File: src/rtl/padded_unsigned_decimal_formatter_assert.svh
// ---------------------------------------------------------------------------
// Assertion macros for the padded unsigned decimal formatter
// Shared immediate-implication and next-cycle property wrappers, all clocked
// on clock and disabled during reset.
// ---------------------------------------------------------------------------
`ifndef PADDED_UNSIGNED_DECIMAL_FORMATTER_ASSERT_SVH
`define PADDED_UNSIGNED_DECIMAL_FORMATTER_ASSERT_SVH

// Consequent must hold in the same cycle as the antecedent.
`define PUDF_ASSERT_NOW(lbl, ante, cons, msg) \
   lbl: assert property (@(posedge clock) disable iff (reset) (ante) |-> (cons)) \
      else $error(msg);

// Consequent must hold in the cycle after the antecedent.
`define PUDF_ASSERT_NEXT(lbl, ante, cons, msg) \
   lbl: assert property (@(posedge clock) disable iff (reset) (ante) |=> (cons)) \
      else $error(msg);

`endif

File: src/rtl/pudf_pkg.sv
// ---------------------------------------------------------------------------
// pudf_pkg
// Widths, character codes and shared types of the decimal formatter.
// ---------------------------------------------------------------------------
package pudf_pkg;

   localparam int VALUE_W           = 32;
   localparam int FIELD_W           = 7;
   localparam int CHAR_W            = 8;
   localparam int NUM_DIGITS        = 10;
   localparam int DIG_IDX_W         = $clog2(NUM_DIGITS);
   localparam int STEPS_PER_STAGE   = 8;
   localparam int NUM_DABBLE_STAGES = VALUE_W / STEPS_PER_STAGE;
   localparam int DEFAULT_MAX_FIELD = 64;

   localparam logic [CHAR_W-1:0] CHAR_ZERO  = 8'h30;
   localparam logic [CHAR_W-1:0] CHAR_SPACE = 8'h20;

   typedef logic [NUM_DIGITS-1:0][3:0] bcd_type;

   typedef struct packed {
      logic zero_pad;
      logic left_align;
   } fmt_flags_type;

endpackage

File: src/rtl/pudf_dabble.sv
// ---------------------------------------------------------------------------
// pudf_dabble
// One register stage of the binary to BCD converter: a fixed number of
// shift-and-add-three steps, with the field settings carried alongside.
// ---------------------------------------------------------------------------
module pudf_dabble
   import pudf_pkg::*;
#(
   parameter int LEN_W = 7
) (
   input  logic                clock,
   input  logic                reset,
   input  logic                in_valid,
   output logic                in_ready,
   input  logic [VALUE_W-1:0]  in_bin,
   input  bcd_type             in_bcd,
   input  logic [LEN_W-1:0]    in_width,
   input  logic [LEN_W-1:0]    in_prec,
   input  fmt_flags_type       in_flags,
   output logic                out_valid,
   input  logic                out_ready,
   output logic [VALUE_W-1:0]  out_bin,
   output bcd_type             out_bcd,
   output logic [LEN_W-1:0]    out_width,
   output logic [LEN_W-1:0]    out_prec,
   output fmt_flags_type       out_flags
);

   logic                v_ff, v_in;
   logic [VALUE_W-1:0]  bin_ff, bin_in;
   bcd_type             bcd_ff, bcd_in;
   logic [LEN_W-1:0]    width_ff;
   logic [LEN_W-1:0]    prec_ff;
   fmt_flags_type       flags_ff;
   logic                load;

   always_comb begin
      bin_in = in_bin;
      bcd_in = in_bcd;
      for (int s = 0; s < STEPS_PER_STAGE; s++) begin
         for (int d = 0; d < NUM_DIGITS; d++) begin
            if (bcd_in[d] >= 4'd5) begin
               bcd_in[d] = bcd_in[d] + 4'd3;
            end
         end
         {bcd_in, bin_in} = {bcd_in, bin_in} << 1;
      end
   end

   assign in_ready = !v_ff || out_ready;
   assign load     = in_valid && in_ready;
   assign v_in     = in_ready ? in_valid : v_ff;

   always_ff @(posedge clock) begin
      if (reset) begin
         v_ff <= 1'b0;
      end else begin
         v_ff <= v_in;
      end
   end

   always_ff @(posedge clock) begin
      if (load) begin
         bin_ff   <= bin_in;
         bcd_ff   <= bcd_in;
         width_ff <= in_width;
         prec_ff  <= in_prec;
         flags_ff <= in_flags;
      end
   end

   assign out_valid = v_ff;
   assign out_bin   = bin_ff;
   assign out_bcd   = bcd_ff;
   assign out_width = width_ff;
   assign out_prec  = prec_ff;
   assign out_flags = flags_ff;

endmodule

File: src/rtl/pudf_size.sv
// ---------------------------------------------------------------------------
// pudf_size
// Counts the significant digits and splits the field into leading pad,
// digit part and trailing pad, registering the job for the emitter.
// ---------------------------------------------------------------------------
module pudf_size
   import pudf_pkg::*;
#(
   parameter int LEN_W = 7
) (
   input  logic               clock,
   input  logic               reset,
   input  logic               in_valid,
   output logic               in_ready,
   input  bcd_type            in_bcd,
   input  logic [LEN_W-1:0]   in_width,
   input  logic [LEN_W-1:0]   in_prec,
   input  fmt_flags_type      in_flags,
   output logic               job_valid,
   input  logic               job_ready,
   output bcd_type            job_bcd,
   output logic [LEN_W-1:0]   job_pre,
   output logic [LEN_W-1:0]   job_dig,
   output logic [LEN_W-1:0]   job_post,
   output logic [LEN_W-1:0]   job_total,
   output logic               job_zero
);

   logic               v_ff, v_in;
   bcd_type            bcd_ff;
   logic [LEN_W-1:0]   pre_ff, pre_in;
   logic [LEN_W-1:0]   dig_ff, dig_in;
   logic [LEN_W-1:0]   post_ff, post_in;
   logic [LEN_W-1:0]   total_ff, total_in;
   logic               zero_ff;
   logic [LEN_W-1:0]   ndig;
   logic [LEN_W-1:0]   padn;
   logic               load;

   // Zero still has one digit, so the count never drops below one.
   always_comb begin
      ndig = LEN_W'(1);
      for (int d = 1; d < NUM_DIGITS; d++) begin
         if (in_bcd[d] != 4'd0) begin
            ndig = LEN_W'(d + 1);
         end
      end
   end

   always_comb begin
      dig_in   = (in_prec > ndig) ? in_prec : ndig;
      padn     = (in_width > dig_in) ? (in_width - dig_in) : '0;
      total_in = dig_in + padn;
      pre_in   = in_flags.left_align ? '0 : padn;
      post_in  = in_flags.left_align ? padn : '0;
   end

   assign in_ready = !v_ff || job_ready;
   assign load     = in_valid && in_ready;
   assign v_in     = in_ready ? in_valid : v_ff;

   always_ff @(posedge clock) begin
      if (reset) begin
         v_ff <= 1'b0;
      end else begin
         v_ff <= v_in;
      end
   end

   always_ff @(posedge clock) begin
      if (load) begin
         bcd_ff   <= in_bcd;
         pre_ff   <= pre_in;
         dig_ff   <= dig_in;
         post_ff  <= post_in;
         total_ff <= total_in;
         zero_ff  <= in_flags.zero_pad;
      end
   end

   assign job_valid = v_ff;
   assign job_bcd   = bcd_ff;
   assign job_pre   = pre_ff;
   assign job_dig   = dig_ff;
   assign job_post  = post_ff;
   assign job_total = total_ff;
   assign job_zero  = zero_ff;

endmodule

File: src/rtl/pudf_emit.sv
// ---------------------------------------------------------------------------
// pudf_emit
// Character sequencer: walks leading pad, digit part and trailing pad of
// one job, one character per cycle, into the registered result port.
// ---------------------------------------------------------------------------
module pudf_emit
   import pudf_pkg::*;
#(
   parameter int LEN_W = 7
) (
   input  logic                clock,
   input  logic                reset,
   input  logic                job_valid,
   output logic                job_ready,
   input  bcd_type             job_bcd,
   input  logic [LEN_W-1:0]    job_pre,
   input  logic [LEN_W-1:0]    job_dig,
   input  logic [LEN_W-1:0]    job_post,
   input  logic [LEN_W-1:0]    job_total,
   input  logic                job_zero,
   output logic                rsp_strobe,
   output logic [CHAR_W-1:0]   rsp_out_char,
   output logic                rsp_last_char,
   output logic [FIELD_W-1:0]  rsp_total_length
);

   logic                act_ff, act_in;
   bcd_type             bcd_ff;
   logic [LEN_W-1:0]    pre_ff, pre_in;
   logic [LEN_W-1:0]    dig_ff, dig_in;
   logic [LEN_W-1:0]    post_ff, post_in;
   logic [LEN_W-1:0]    rem_ff, rem_in;
   logic [LEN_W-1:0]    total_ff;
   logic                zero_ff;
   logic                strobe_ff;
   logic [CHAR_W-1:0]   char_ff, char_in;
   logic                last_ff;
   logic [FIELD_W-1:0]  length_ff;
   logic [CHAR_W-1:0]   pad_char;
   logic [LEN_W-1:0]    dig_pos;
   logic                final_char;
   logic                load;

   assign final_char = act_ff && (rem_ff == LEN_W'(1));
   assign job_ready  = !act_ff || final_char;
   assign load       = job_valid && job_ready;
   assign pad_char   = zero_ff ? CHAR_ZERO : CHAR_SPACE;
   assign dig_pos    = dig_ff - LEN_W'(1);

   // Digit positions above the significant ones read as zero nibbles,
   // which gives the precision zeros for free.
   always_comb begin
      pre_in  = pre_ff;
      dig_in  = dig_ff;
      post_in = post_ff;
      rem_in  = rem_ff - LEN_W'(1);
      char_in = pad_char;
      if (pre_ff != '0) begin
         pre_in = pre_ff - LEN_W'(1);
      end else if (dig_ff != '0) begin
         dig_in = dig_ff - LEN_W'(1);
         if (dig_pos < LEN_W'(NUM_DIGITS)) begin
            char_in = CHAR_ZERO + {4'b0000, bcd_ff[dig_pos[DIG_IDX_W-1:0]]};
         end else begin
            char_in = CHAR_ZERO;
         end
      end else begin
         post_in = post_ff - LEN_W'(1);
      end
   end

   always_comb begin
      if (load) begin
         act_in = 1'b1;
      end else if (final_char) begin
         act_in = 1'b0;
      end else begin
         act_in = act_ff;
      end
   end

   always_ff @(posedge clock) begin
      if (reset) begin
         act_ff    <= 1'b0;
         strobe_ff <= 1'b0;
      end else begin
         act_ff    <= act_in;
         strobe_ff <= act_ff;
      end
   end

   always_ff @(posedge clock) begin
      if (load) begin
         bcd_ff   <= job_bcd;
         pre_ff   <= job_pre;
         dig_ff   <= job_dig;
         post_ff  <= job_post;
         rem_ff   <= job_total;
         total_ff <= job_total;
         zero_ff  <= job_zero;
      end else if (act_ff) begin
         pre_ff  <= pre_in;
         dig_ff  <= dig_in;
         post_ff <= post_in;
         rem_ff  <= rem_in;
      end
   end

   always_ff @(posedge clock) begin
      char_ff   <= char_in;
      last_ff   <= final_char;
      length_ff <= FIELD_W'(total_ff);
   end

   assign rsp_strobe       = strobe_ff;
   assign rsp_out_char     = char_ff;
   assign rsp_last_char    = last_ff;
   assign rsp_total_length = length_ff;

   `include "padded_unsigned_decimal_formatter_assert.svh"

   `PUDF_ASSERT_NEXT(a_chars_contiguous, rsp_strobe && !rsp_last_char, rsp_strobe,
      "characters of one number must leave on consecutive cycles")
   `PUDF_ASSERT_NOW(a_rem_split, act_ff, rem_ff == pre_ff + dig_ff + post_ff,
      "remaining count out of step with the pad and digit counters")
   `PUDF_ASSERT_NOW(a_rem_nonzero, act_ff, rem_ff != '0,
      "active job with nothing left to send")
   `PUDF_ASSERT_NOW(a_length_nonzero, rsp_strobe, rsp_total_length != '0,
      "result transfer carries an empty total length")

endmodule

File: src/rtl/padded_unsigned_decimal_formatter.sv
// ---------------------------------------------------------------------------
// padded_unsigned_decimal_formatter
// Formats an unsigned 32-bit value as padded decimal text, one character
// per result transfer.
// ---------------------------------------------------------------------------
// A number is accepted when start is high and busy is low. Its text leaves
// on rsp_strobe as one character per cycle, max(digits, width, precision)
// characters on consecutive cycles, the final one marked by rsp_last_char;
// the receiver must take every character as it comes. The character
// sequencer sets the sustained rate of numbers, which follows each number's
// total length, between 1 and MAX_FIELD. Conversion runs through a
// four-stage BCD pipeline and a sizing stage, and up to five further
// numbers are taken and held while one is being sent.
// ---------------------------------------------------------------------------
module padded_unsigned_decimal_formatter
   import pudf_pkg::*;
#(
   parameter int MAX_FIELD = DEFAULT_MAX_FIELD
) (
   input  logic                clock,
   input  logic                reset,
   input  logic                start,
   output logic                busy,
   input  logic [VALUE_W-1:0]  req_value,
   input  logic [FIELD_W-1:0]  req_min_width,
   input  logic [FIELD_W-1:0]  req_precision,
   input  logic                req_zero_pad,
   input  logic                req_left_align,
   output logic                rsp_strobe,
   output logic [CHAR_W-1:0]   rsp_out_char,
   output logic                rsp_last_char,
   output logic [FIELD_W-1:0]  rsp_total_length
);

   localparam int LEN_W = $clog2(MAX_FIELD + 1);
   localparam int SAT_W = (LEN_W > FIELD_W) ? LEN_W : FIELD_W;

   logic [SAT_W-1:0]    width_ext, prec_ext;
   logic [SAT_W-1:0]    width_sat, prec_sat;

   logic                st_valid [NUM_DABBLE_STAGES+1];
   logic                st_ready [NUM_DABBLE_STAGES+1];
   logic [VALUE_W-1:0]  st_bin   [NUM_DABBLE_STAGES+1];
   bcd_type             st_bcd   [NUM_DABBLE_STAGES+1];
   logic [LEN_W-1:0]    st_width [NUM_DABBLE_STAGES+1];
   logic [LEN_W-1:0]    st_prec  [NUM_DABBLE_STAGES+1];
   fmt_flags_type       st_flags [NUM_DABBLE_STAGES+1];

   logic                job_valid, job_ready;
   bcd_type             job_bcd;
   logic [LEN_W-1:0]    job_pre, job_dig, job_post, job_total;
   logic                job_zero;

   // Width and precision saturate at the field limit on the way in.
   assign width_ext = SAT_W'(req_min_width);
   assign prec_ext  = SAT_W'(req_precision);
   assign width_sat = (width_ext > SAT_W'(MAX_FIELD)) ? SAT_W'(MAX_FIELD) : width_ext;
   assign prec_sat  = (prec_ext > SAT_W'(MAX_FIELD)) ? SAT_W'(MAX_FIELD) : prec_ext;

   assign st_valid[0]            = start;
   assign st_bin[0]              = req_value;
   assign st_bcd[0]              = '0;
   assign st_width[0]            = LEN_W'(width_sat);
   assign st_prec[0]             = LEN_W'(prec_sat);
   assign st_flags[0].zero_pad   = req_zero_pad;
   assign st_flags[0].left_align = req_left_align;
   assign busy                   = !st_ready[0];

   for (genvar g = 0; g < NUM_DABBLE_STAGES; g++) begin : g_dabble
      pudf_dabble #(
         .LEN_W (LEN_W)
      ) u_dabble (
         .clock     (clock),
         .reset     (reset),
         .in_valid  (st_valid[g]),
         .in_ready  (st_ready[g]),
         .in_bin    (st_bin[g]),
         .in_bcd    (st_bcd[g]),
         .in_width  (st_width[g]),
         .in_prec   (st_prec[g]),
         .in_flags  (st_flags[g]),
         .out_valid (st_valid[g+1]),
         .out_ready (st_ready[g+1]),
         .out_bin   (st_bin[g+1]),
         .out_bcd   (st_bcd[g+1]),
         .out_width (st_width[g+1]),
         .out_prec  (st_prec[g+1]),
         .out_flags (st_flags[g+1])
      );
   end

   pudf_size #(
      .LEN_W (LEN_W)
   ) u_size (
      .clock     (clock),
      .reset     (reset),
      .in_valid  (st_valid[NUM_DABBLE_STAGES]),
      .in_ready  (st_ready[NUM_DABBLE_STAGES]),
      .in_bcd    (st_bcd[NUM_DABBLE_STAGES]),
      .in_width  (st_width[NUM_DABBLE_STAGES]),
      .in_prec   (st_prec[NUM_DABBLE_STAGES]),
      .in_flags  (st_flags[NUM_DABBLE_STAGES]),
      .job_valid (job_valid),
      .job_ready (job_ready),
      .job_bcd   (job_bcd),
      .job_pre   (job_pre),
      .job_dig   (job_dig),
      .job_post  (job_post),
      .job_total (job_total),
      .job_zero  (job_zero)
   );

   pudf_emit #(
      .LEN_W (LEN_W)
   ) u_emit (
      .clock            (clock),
      .reset            (reset),
      .job_valid        (job_valid),
      .job_ready        (job_ready),
      .job_bcd          (job_bcd),
      .job_pre          (job_pre),
      .job_dig          (job_dig),
      .job_post         (job_post),
      .job_total        (job_total),
      .job_zero         (job_zero),
      .rsp_strobe       (rsp_strobe),
      .rsp_out_char     (rsp_out_char),
      .rsp_last_char    (rsp_last_char),
      .rsp_total_length (rsp_total_length)
   );

endmodule
File: config.mk
export PLATFORM = sky130hd
export DESIGN_NAME = padded_unsigned_decimal_formatter
export DESIGN_NICKNAME = d
export VERILOG_FILES = /design/src/rtl/pudf_pkg.sv /design/src/rtl/pudf_dabble.sv /design/src/rtl/pudf_size.sv /design/src/rtl/pudf_emit.sv /design/src/rtl/padded_unsigned_decimal_formatter.sv
export VERILOG_INCLUDE_DIRS = /design/src /design/src/rtl
export SDC_FILE = /design/constraint.sdc
export NUM_CORES = 1
export LEC_CHECK = 0
export ABC_AREA = 1
export ABC_CLOCK_PERIOD_IN_PS = 5700
export BUFFER_PORTS_ARGS = -buffer_cell sky130_fd_sc_hd__buf_2
export CELL_PAD_IN_SITES_DETAIL_PLACEMENT = 1
export CELL_PAD_IN_SITES_GLOBAL_PLACEMENT = 1
export CORE_AREA = 2 2 313 315
export CTS_CLUSTER_SIZE = 20
export DETAILED_ROUTE_END_ITERATION = 10
export DIE_AREA = 0 0 315 317
export MAX_ROUTING_LAYER = met4
export PLACE_DENSITY_LB_ADDON = 0.1
export SETUP_SLACK_MARGIN = 0.4
export SYNTH_ARGS = -nofsm -noshare
export SYNTH_HDL_FRONTEND = slang
export SYNTH_SLANG_ARGS = --single-unit
File: constraint.sdc
create_clock -name clock -period 5.7 [get_ports clock]
set_input_delay 0.285 -clock clock [delete_from_list [all_inputs] [get_ports clock]]
set_output_delay 0.285 -clock clock [all_outputs]
set_load 0.05 [all_outputs]
==> results of run 1 <==
## logic make-up (layout without fill, tap and decap cells)
logic type	count (synthesis)	after routing	synth area share, %
buffers and inverters	651	1141	8.527
multiplexers	1	1	0.03477
other	2	3	0.02609
flip-flops	365	365	37.38
XOR/XNOR	98	98	3.581
AND/OR/NAND/NOR	2118	2118	36.21
AO/OA/AOI/OAI	323	323	7.015
adder cells (fa/ha/maj)	165	165	7.224
## per-layer routing
metal | global-route usage (%) | wire [microns]
met5 | - | 0
met2 | 23.92 | 34720
met3 | 1.630 | 1396
met4 | 3.442 | 1323
met1 | 15.84 | 30170
## synth_stat cells, drive strengths merged (4+ instances only)
cell / number / area (sq um)
o21bai: 4 / 30.03
nor3: 12 / 60.06
nand3: 439 / 2745
o22ai: 9 / 56.30
o221ai: 4 / 35.03
o211ai: 10 / 75.07
nand2: 1362 / 5896
a31o: 10 / 87.58
xnor2: 19 / 207.7
nor4: 11 / 68.82
a21o: 28 / 210.2
clkbuf: 15 / 56.30
and2: 37 / 262.8
ha: 163 / 2039
nand3b: 21 / 157.7
nor2: 106 / 420.4
or2: 9 / 56.31
edfxtp: 345 / 10360
inv: 631 / 2369
o21ai: 179 / 1076
xor2: 79 / 823.3
dfxtp: 20 / 400.4
nand4: 118 / 738.2
a21oi: 64 / 335.3
## timing repair
action                                  CTS  global route
hold buffers                             41             0
resized for setup                       181           610
setup buffers                           122           152
pin swaps                               115           284
endpoints found under the setup margin   72            82
hold endpoints to repair                 46             0
gates cloned                              0             0
## area by class of cell
class	count	area, sq um
fillers	11369	58100
multi-input cells	2708	18660
flip-flops and latches	365	10760
repair buffers	422	3211
inverters	633	2385
well taps	1276	1597
clock buffers	51	1170
clock inverters	35	392.9
## worst max-delay path, delay by kind of cell (launching register included)
family	cells	cell delay [ns]
compound gates	9	1.34
buf+inv	15	1.66
fa+ha+maj	2	0.40
xor+xnor	1	0.07
flops	1	0.42
simple gates	10	1.20
## metrics by stage
stage / instance area (sq um) / std cells / setup WS, ns / hold slack, ns
after floorplan: 28910 / 3724 / 0.3994 / 0.3233
after CTS: 34600 / 5338 / 0.3065 / 0.006085
after detailed placement: 31080 / 5089 / -0.1401 / 0.3279
after global routing: 38180 / 5490 / 0.03955 / 0.02440
final: 38180 / 5490 / 0.3821 / 0.02770
after global placement: 31080 / 5089 / -0.07660 / 0.3250
## state kept, by name, summed over array words and instances, names as in the netlist, 8 cells and up
signal                       count
g_dabble.u_dabble.out_bcd      102
u_emit.bcd_ff                   40
g_dabble.u_dabble.out_width     28
u_size.job_bcd                  40
g_dabble.u_dabble.out_bin       48
g_dabble.u_dabble.out_prec      28
g_dabble.u_dabble.out_flags      8
## path summary, 6_finish.rpt
path	start	endpoint	cells after the start
worst min-delay path	req_precision[2]	g_dabble[0].u_dabble.out_prec[2]	3
worst min register to register	u_emit.total_ff[4]	u_emit.rsp_total_length[4]	0
worst max register to register	g_dabble[3].u_dabble.out_bcd[9]	u_size.job_total[6]	37
worst max-delay path	g_dabble[3].u_dabble.out_bcd[9]	u_size.job_total[6]	37
==> metrics.cfg, run 1 <==
[run_status]
run_status=finished clean

[flow_run]
cap_violations=0

[grt]
grt_pass1_vias=24587
overflow=0
antenna_found_initial=0
grt_pass1_wl_mm=111.3
grt_max_degree=59
grtUsageTotal_pct=13.37

[synth]
synth-async-reset-ratio_pct=0
ys_seq_area_share_pct=37.38
synth-edff-count=345
ys_warn_count=0
synthesis.instances=3723
synth-seq-cells=365
synth_cell_types=59
syn_avg_cell_area_sq_um=7.732
syn_area_sq_um=28790
synth_ff_type=edfxtp_1

[final_layout]
final_cell_mix=885 x nand2_1, 506 x inv_1, 354 x nand2_2, 345 x edfxtp_1, 298 x buf_4
fin_nets=4392
antenna_cells=0
final_core_util_pct=39.65
drive_gt1_share_pct=35.64
final_common_cell=nand2_1
syn_to_final_growth_pct=32.61

[clock_tree]
cts.sinks=365
clk_transition_reported_paths_ns=0.06
cts_max_path_buffers=3
htreeDepth=2
cts-root-buf=clkbuf_16
numCtsBuffers=46
cts_tree=built
insertion_delay_ns=0.65

[floorplanning]
die_x_microns=315
start_util_pct=29.90
ioPinCount=69
die_h_microns=317
num_rows=114
coreArea_sq_um=96280
die_area_sq_um=99860

[timing]
finalSetupViolCount=0
min_period_ns=5.318
maxSlewViolCount=0
worstMarginPinSlew_ns=1.136
hold_violations=0
max_slew_margin_pct=23.49
fmax_mhz=188.0
min_period_over_period_pct=93.30
skew_ns=0.05863
rsz0062_at_grt=yes
setup_tns_ns=0

[critical_path]
critPathRequiredTime_ns=6.07
crit_slowest_cell=edfxtp_1
worst_ep_arrival_time_ns=5.69
rrSetupSlack_ns=0.38
crit_type=flip-flop to flip-flop
path_max_fanout=3
endpoint_kind=flip-flop
crit_top_cell=buf_4
slowest_delay_ns=0.42
crit_path_start_kind=flip-flop

[drt]
vias=24962
postRouteAntennaNets=0
totalWireLength_mm=67.61
dr.pass1.iters=4
routed_via_density=4.547
initialDrtViolationCount=691
wl_per_cell_microns=12.31
drc_errors=0

[placed_design]
gp_congestion=0.7771
hpwlAfterDp_mm=48.86
numPortBuffers=65

[worst_hold_path]
hold_class=input pin to flip-flop

Power of run 1 is left out: the tool's default activity adds up to more than one toggle a clock period on the data nets, which glitch-free logic cannot reach.
==> inputs of run 2 (changes only) <==
--- a/config.mk
+++ b/config.mk
@@ -8,7 +8,7 @@
 export LEC_CHECK = 0
 export ABC_AREA = 1
 export ABC_CLOCK_PERIOD_IN_PS = 5700
-export BUFFER_PORTS_ARGS = -buffer_cell sky130_fd_sc_hd__buf_2
+export BUFFER_PORTS_ARGS = -buffer_cell sky130_fd_sc_hd__buf_4
 export CELL_PAD_IN_SITES_DETAIL_PLACEMENT = 1
 export CELL_PAD_IN_SITES_GLOBAL_PLACEMENT = 1
 export CORE_AREA = 2 2 313 315
==> run 2 against run 1 <==
  * Global-route usage is 0.25 points higher
  * Clock-buffer cell count is 5 higher
  * Utilization up 0.59 points
  * Register-to-register slack hardly changed
  * Cell area grew 1.5%
  * Non-clock buffer count grew 11
  * Sequential share of layout area is 0.42 points lower
  * Flip-flop and latch count is the same
  * Via count increased by 0.56%
  * Die area is the same
  * Critical path type unchanged
  * Critical endpoint is now u_size.job_total[5]
==> metrics.cfg, run 2 (synthesis results as in run 1) <==
[run_status]
run_status=finished clean

[worst_hold_path]
whs_path_depth=3  ; unchanged
hold_class=input pin to flip-flop
hp-start=req_precision[4]
holdPathEnd=g_dabble[0].u_dabble.out_prec[4]

[critical_path]
r2r_end=u_size.job_total[5]
endpoint_kind=flip-flop
cp_top_family=compound AO/OA/AOI/OAI gates
crit_slowest_cell=edfxtp_1
rrSetupSlack_ns=0.38  ; about the same
cp.buffers_inverters=6  ; -9
r2r_start=g_dabble[3].u_dabble.out_bcd[30]
crit_type=flip-flop to flip-flop
rr_worst_depth=34  ; -8.1%
path_max_fanout=6  ; +3
critPathRequiredTime_ns=6.06  ; about the same
crit_top_cell=nor2_1
worst_ep_arrival_time_ns=5.68  ; about the same
crit_path_start_kind=flip-flop
slowest_delay_ns=0.42  ; about the same

[floorplanning]
ioPinCount=69  ; unchanged
num_rows=114  ; unchanged
die_x_microns=315  ; unchanged
die_h_microns=317  ; unchanged
die_area_sq_um=99860  ; unchanged
start_util_pct=29.90  ; unchanged
coreArea_sq_um=96280  ; unchanged

[grt]
grt_max_degree=79  ; +34%
grt_pass1_wl_mm=113.5  ; +2.0%
antenna_found_initial=0  ; unchanged
grtUsageMet2_pct=24.52  ; +0.60 points
grt_pass1_vias=25203  ; +2.5%
grtUsageTotal_pct=13.63  ; +0.25 points
grt-busiest-layer=met2
use_met3_pct=1.806  ; +0.18 points
overflow=0  ; unchanged
grtUsageMet1_pct=15.99  ; +0.15 points

[clock_tree]
cts_max_path_buffers=3  ; unchanged
cts-root-buf=clkbuf_16
clk_transition_reported_paths_ns=0.06  ; about the same
htreeDepth=2  ; unchanged
numCtsBuffers=47  ; +2.2%
insertion_delay_ns=0.65  ; about the same
cts.sinks=365  ; unchanged
cts_tree=built

[flow_run]
cap_violations=0  ; unchanged

[placed_design]
hpwlAfterDp_mm=49.18  ; +0.66%
gp_congestion=0.7601  ; -2.2%
numPortBuffers=65  ; unchanged

[timing]
skew_ns=0.06371  ; +0.005085 ns
maxSlewViolCount=0  ; unchanged
min_period_ns=5.322  ; +0.004206 ns
finalSetupViolCount=0  ; unchanged
rsz0062_at_grt=yes
worstMarginPinSlew_ns=1.118  ; -0.01777 ns
max_slew_margin_pct=24.68  ; +1.2 points
min_period_over_period_pct=93.37  ; about the same
fmax_mhz=187.9  ; about the same
setup_tns_ns=0  ; unchanged
hold_violations=0  ; unchanged

[final_layout]
n_fill_cell=11418  ; +0.43%
drive_gt1_share_pct=36.79  ; +1.1 points
syn_to_final_growth_pct=34.59
final_common_cell=nand2_1
fin_nets=4404  ; +0.27%
final_cell_mix=871 x nand2_1, 488 x inv_1, 370 x buf_4, 362 x nand2_2, 345 x edfxtp_1
antenna_cells=0  ; unchanged
largest_register_ff_count=102  ; unchanged

[drt]
drc_errors=0  ; unchanged
initialDrtViolationCount=734  ; +6.2%
wl_per_cell_microns=12.47  ; +1.3%
postRouteAntennaNets=0  ; unchanged
dr.pass1.iters=5  ; +1
routed_via_density=4.564  ; +0.38%
totalWireLength_mm=68.60  ; +1.5%
vias=25103  ; +0.56%

==> run 2: metal layers <==
layer | vias up | share of wire (%)
met5 | - | 0
met1 | 11731 | 44
met4 | 0 | 1.8
met3 | 66 | 2.3
li1 | 13165 | -
met2 | 141 | 52
==> run 2: cell type report <==
class / instances / area [sq um] / area share [%]
Timing Repair Buffer: 433 / 3477 / 8.974
Inverter: 633 / 2387 / 6.161
Sequential cell: 365 / 10760 / 27.77
Clock buffer: 56 / 1210 / 3.123
Clock inverter: 29 / 337.8 / 0.8719
Multi-Input combinational cell: 2708 / 18980 / 48.98
Tap cell: 1276 / 1597 / 4.121
==> run 2: how the worst max path moves through the flow <==
| stage | endpoint | start | depth (start not counted) | slack (ns) |
|---|---|---|---|---|
| 2_1_floorplan | u_size.job_total[6] | g_dabble[3].u_dabble.out_bcd[30] | 36 | 0.40 |
| 3_3_place_gp | g_dabble[3].u_dabble.out_bcd[26] | g_dabble[2].u_dabble.out_bcd[24] | 48 | -0.08 |
| 3_5_place_dp | g_dabble[1].u_dabble.out_bcd[17] | g_dabble[0].u_dabble.out_bcd[4] | 39 | -0.14 |
| 4_1_cts | u_size.job_total[6] | g_dabble[3].u_dabble.out_bcd[29] | 34 | 0.27 |
| 5_1_grt | g_dabble[3].u_dabble.out_bcd[33] | g_dabble[2].u_dabble.out_bcd[28] | 44 | 0.03 |
| 6_report | u_size.job_total[5] | g_dabble[3].u_dabble.out_bcd[30] | 34 | 0.38 |
==> run 2: per-stage QoR <==
step | cells | instance area, sq um | utilization [%] | hold WS [ns] | worst slack, ns
floorplan | 3724 | 28910 | - | 0.3233 | 0.3994
global placement | 5090 | 31250 | 32.46 | 0.3277 | -0.07835
detailed placement | 5090 | 31250 | 32.46 | 0.3313 | -0.1355
CTS | 5342 | 34850 | 36.20 | 0.01697 | 0.2677
global route | 5500 | 38750 | 40.24 | 0.05314 | 0.03423
finish | 5500 | 38750 | 40.24 | 0.06715 | 0.3779
==> run 2: repair_timing <==
item | CTS | global route
pin swaps | 133 | 332
hold buffers | 43 | 0
gates resized for setup | 191 | 678
setup buffers | 124 | 158
endpoints found under the setup margin | 70 | 81
hold endpoints to repair | 48 | 0
==> run 2: worst register-to-register path, delay by kind of cell (launching register included) <==
family,cells,cell delay (ns)
AOI/OAI and AO/OA,12,1.69
xor gates and xnor gates,1,0.15
adders and majority gates,3,0.71
buffers and inverters,6,0.48
DFF,1,0.42
and+or+nand+nor,12,1.60
Power of run 2 is left out for the same reason.
==> inputs of run 3 (changes only) <==
--- a/config.mk
+++ b/config.mk
@@ -11,10 +11,10 @@
 export BUFFER_PORTS_ARGS = -buffer_cell sky130_fd_sc_hd__buf_4
 export CELL_PAD_IN_SITES_DETAIL_PLACEMENT = 1
 export CELL_PAD_IN_SITES_GLOBAL_PLACEMENT = 1
-export CORE_AREA = 2 2 313 315
+export CORE_AREA = 2 2 259 261
 export CTS_CLUSTER_SIZE = 20
 export DETAILED_ROUTE_END_ITERATION = 10
-export DIE_AREA = 0 0 315 317
+export DIE_AREA = 0 0 261 263
 export MAX_ROUTING_LAYER = met4
 export PLACE_DENSITY_LB_ADDON = 0.1
 export SETUP_SLACK_MARGIN = 0.4
==> run 3 against run 2 <==
  * The flow now finishes with violations (negative setup slack)
  * Register-to-register slack got worse by 0.40 ns
  * Worst hold slack got worse by 0.023 ns
  * Cell area fell by 2.5%
  * Global-route usage rose by 6.3 points
  * Critical path type unchanged
  * Flip-flop and latch count did not move
  * Non-clock buffer count fell by 9
  * Critical path depth fell by 1
  * Clock-buffer cell count fell by 6
  * Routed wire length rose by 15%
==> metrics.cfg, run 3 (synthesis results as in run 1) <==
[final_layout]
fin_nets=4392  ; -0.27%
syn_to_final_growth_pct=31.27
final_common_cell=nand2_1
fin_cells=5073  ; -7.8%
n_fill_cell=7806  ; -32%
antenna_cells=0  ; unchanged
drive_gt1_share_pct=35.59  ; -1.2 points
final_cell_mix=886 x nand2_1, 504 x inv_1, 360 x buf_4, 352 x nand2_2, 345 x edfxtp_1
finalInstanceArea_sq_um=37790  ; -2.5%
largest_register_ff_count=102  ; unchanged

[grt]
antenna_found_initial=0  ; unchanged
grt_pass1_vias=25501  ; +1.2%
overflow=0  ; unchanged
grtUsageTotal_pct=19.89  ; +6.3 points
grt_pass1_wl_mm=113.7  ; +0.20%
grt_max_degree=57  ; -28%

[drt]
wl_per_cell_microns=15.55  ; +25%
totalWireLength_mm=78.91  ; +15%
postRouteAntennaNets=0  ; unchanged
vias=26116  ; +4.0%
initialDrtViolationCount=866  ; +18%
routed_via_density=5.148  ; +13%
drc_errors=0  ; unchanged
dr.pass1.iters=5  ; unchanged

[critical_path]
worst_ep_arrival_time_ns=6.06  ; +0.38 ns
endpoint_kind=flip-flop
path_max_fanout=7  ; +1
crit_top_cell=nor2_1
crit_slowest_cell=edfxtp_1
cp_top_family=simple AND/OR/NAND/NOR gates
crit_type=flip-flop to flip-flop
cp.buffers_inverters=7  ; +1
slowest_delay_ns=0.45  ; +0.03 ns
crit_path_start_kind=flip-flop
critPathRequiredTime_ns=6.03  ; -0.03 ns

[placed_design]
placed_cell_area_sq_um=30620  ; -2.0%
numPortBuffers=65  ; unchanged
hpwlAfterDp_mm=47.68  ; -3.1%
dp_cells=4662  ; -8.4%
gp_congestion=0.7804  ; +2.7%

[flow_run]
cap_violations=0  ; unchanged

[clock_tree]
insertion_delay_ns=0.60  ; -0.05 ns
cts_max_path_buffers=3  ; unchanged
clk_transition_reported_paths_ns=0.06  ; about the same
cts-root-buf=clkbuf_16
cts_tree=built
numCtsBuffers=44  ; -6.4%
htreeDepth=2  ; unchanged
cts.sinks=365  ; unchanged

[floorplanning]
ioPinCount=69  ; unchanged
die_area_sq_um=68640  ; -31%
num_rows=94  ; -18%
coreArea_sq_um=65630  ; -32%
start_util_pct=43.86  ; +14 points
die_x_microns=261  ; -17%
die_h_microns=263  ; -17%

[timing]
min_period_over_period_pct=100.4  ; +7.0 points
worst_slack_ns=-0.02177  ; -0.3997 ns
hold_violations=0  ; unchanged
maxSlewViolCount=0  ; unchanged
max_slew_margin_pct=28.31  ; +3.6 points
rsz0062_at_grt=yes
skew_ns=0.02271  ; -0.04100 ns
min_period_ns=5.722  ; +0.3997 ns
fmax_mhz=174.8  ; -7.0%
setup_tns_ns=-0.02177  ; -0.02177 ns
finalSetupViolCount=1  ; +1
worstMarginPinSlew_ns=1.064  ; -0.05379 ns

[run_status]
violations=negative setup slack
run_status=finished with violations

[worst_hold_path]
hold_class=input pin to flip-flop

-- run 3: per-layer routing --
| layer | vias to the layer above | track usage [%] | share of wire, % |
|---|---|---|---|
| li1 | 13170 | - | - |
| met1 | 12520 | 22.31 | 41 |
| met2 | 276 | 37.11 | 55 |
| met3 | 150 | 2.359 | 2.3 |
| met4 | 0 | 4.868 | 2.5 |
| met5 | - | - | 0 |
-- run 3: path summary, 6_finish.rpt --
path	slack, ns	startpoint	to	depth (start not counted)
hold / removal	0.04	req_precision[0]	g_dabble[0].u_dabble.out_prec[0]	3
setup / recovery	-0.02	g_dabble[3].u_dabble.out_bcd[29]	u_size.job_total[6]	33
setup reg to reg	-0.02	g_dabble[3].u_dabble.out_bcd[29]	u_size.job_total[6]	33
hold reg to reg	0.34	u_emit.total_ff[3]	u_emit.rsp_total_length[3]	0
-- run 3: what timing repair did --
action / 4_1_cts / 5_1_grt
hold buffers: 35 / 0
endpoints found under the hold margin: 40 / 0
pin swaps: 127 / 264
resized for setup: 209 / 597
buffers inserted: 126 / 171
setup endpoints to repair: 74 / 82
-- run 3: worst min-delay path: stages --
cell and delay [ns]:
buf_4 0.08, inv_1 0.05, nor2_1 0.10
-- run 3: final cells by class --
class                   instances  area, sq um  share of cell area [%]
clock buffers                  50         1124                   2.973
flip-flops and latches        365        10760                   28.47
inverters                     633         2386                   6.314
repair buffers                424         3406                   9.012
well taps                     864         1081                   2.861
clock inverters                29        319.1                  0.8443
multi-input cells            2708        18710                   49.52
-- run 3: per-stage QoR --
step,setup slack (ns),hold slack [ns],utilization [%]
6_report,-0.02177,0.04389,57.58
2_1_floorplan,0.3994,0.3233,-
5_1_grt,-0.2254,0.05514,57.58
4_1_cts,0.2114,0.01824,51.93
3_3_place_gp,0.1142,0.3245,46.65
3_5_place_dp,-0.1607,0.3285,46.65
Power of run 3 is left out for the same reason.
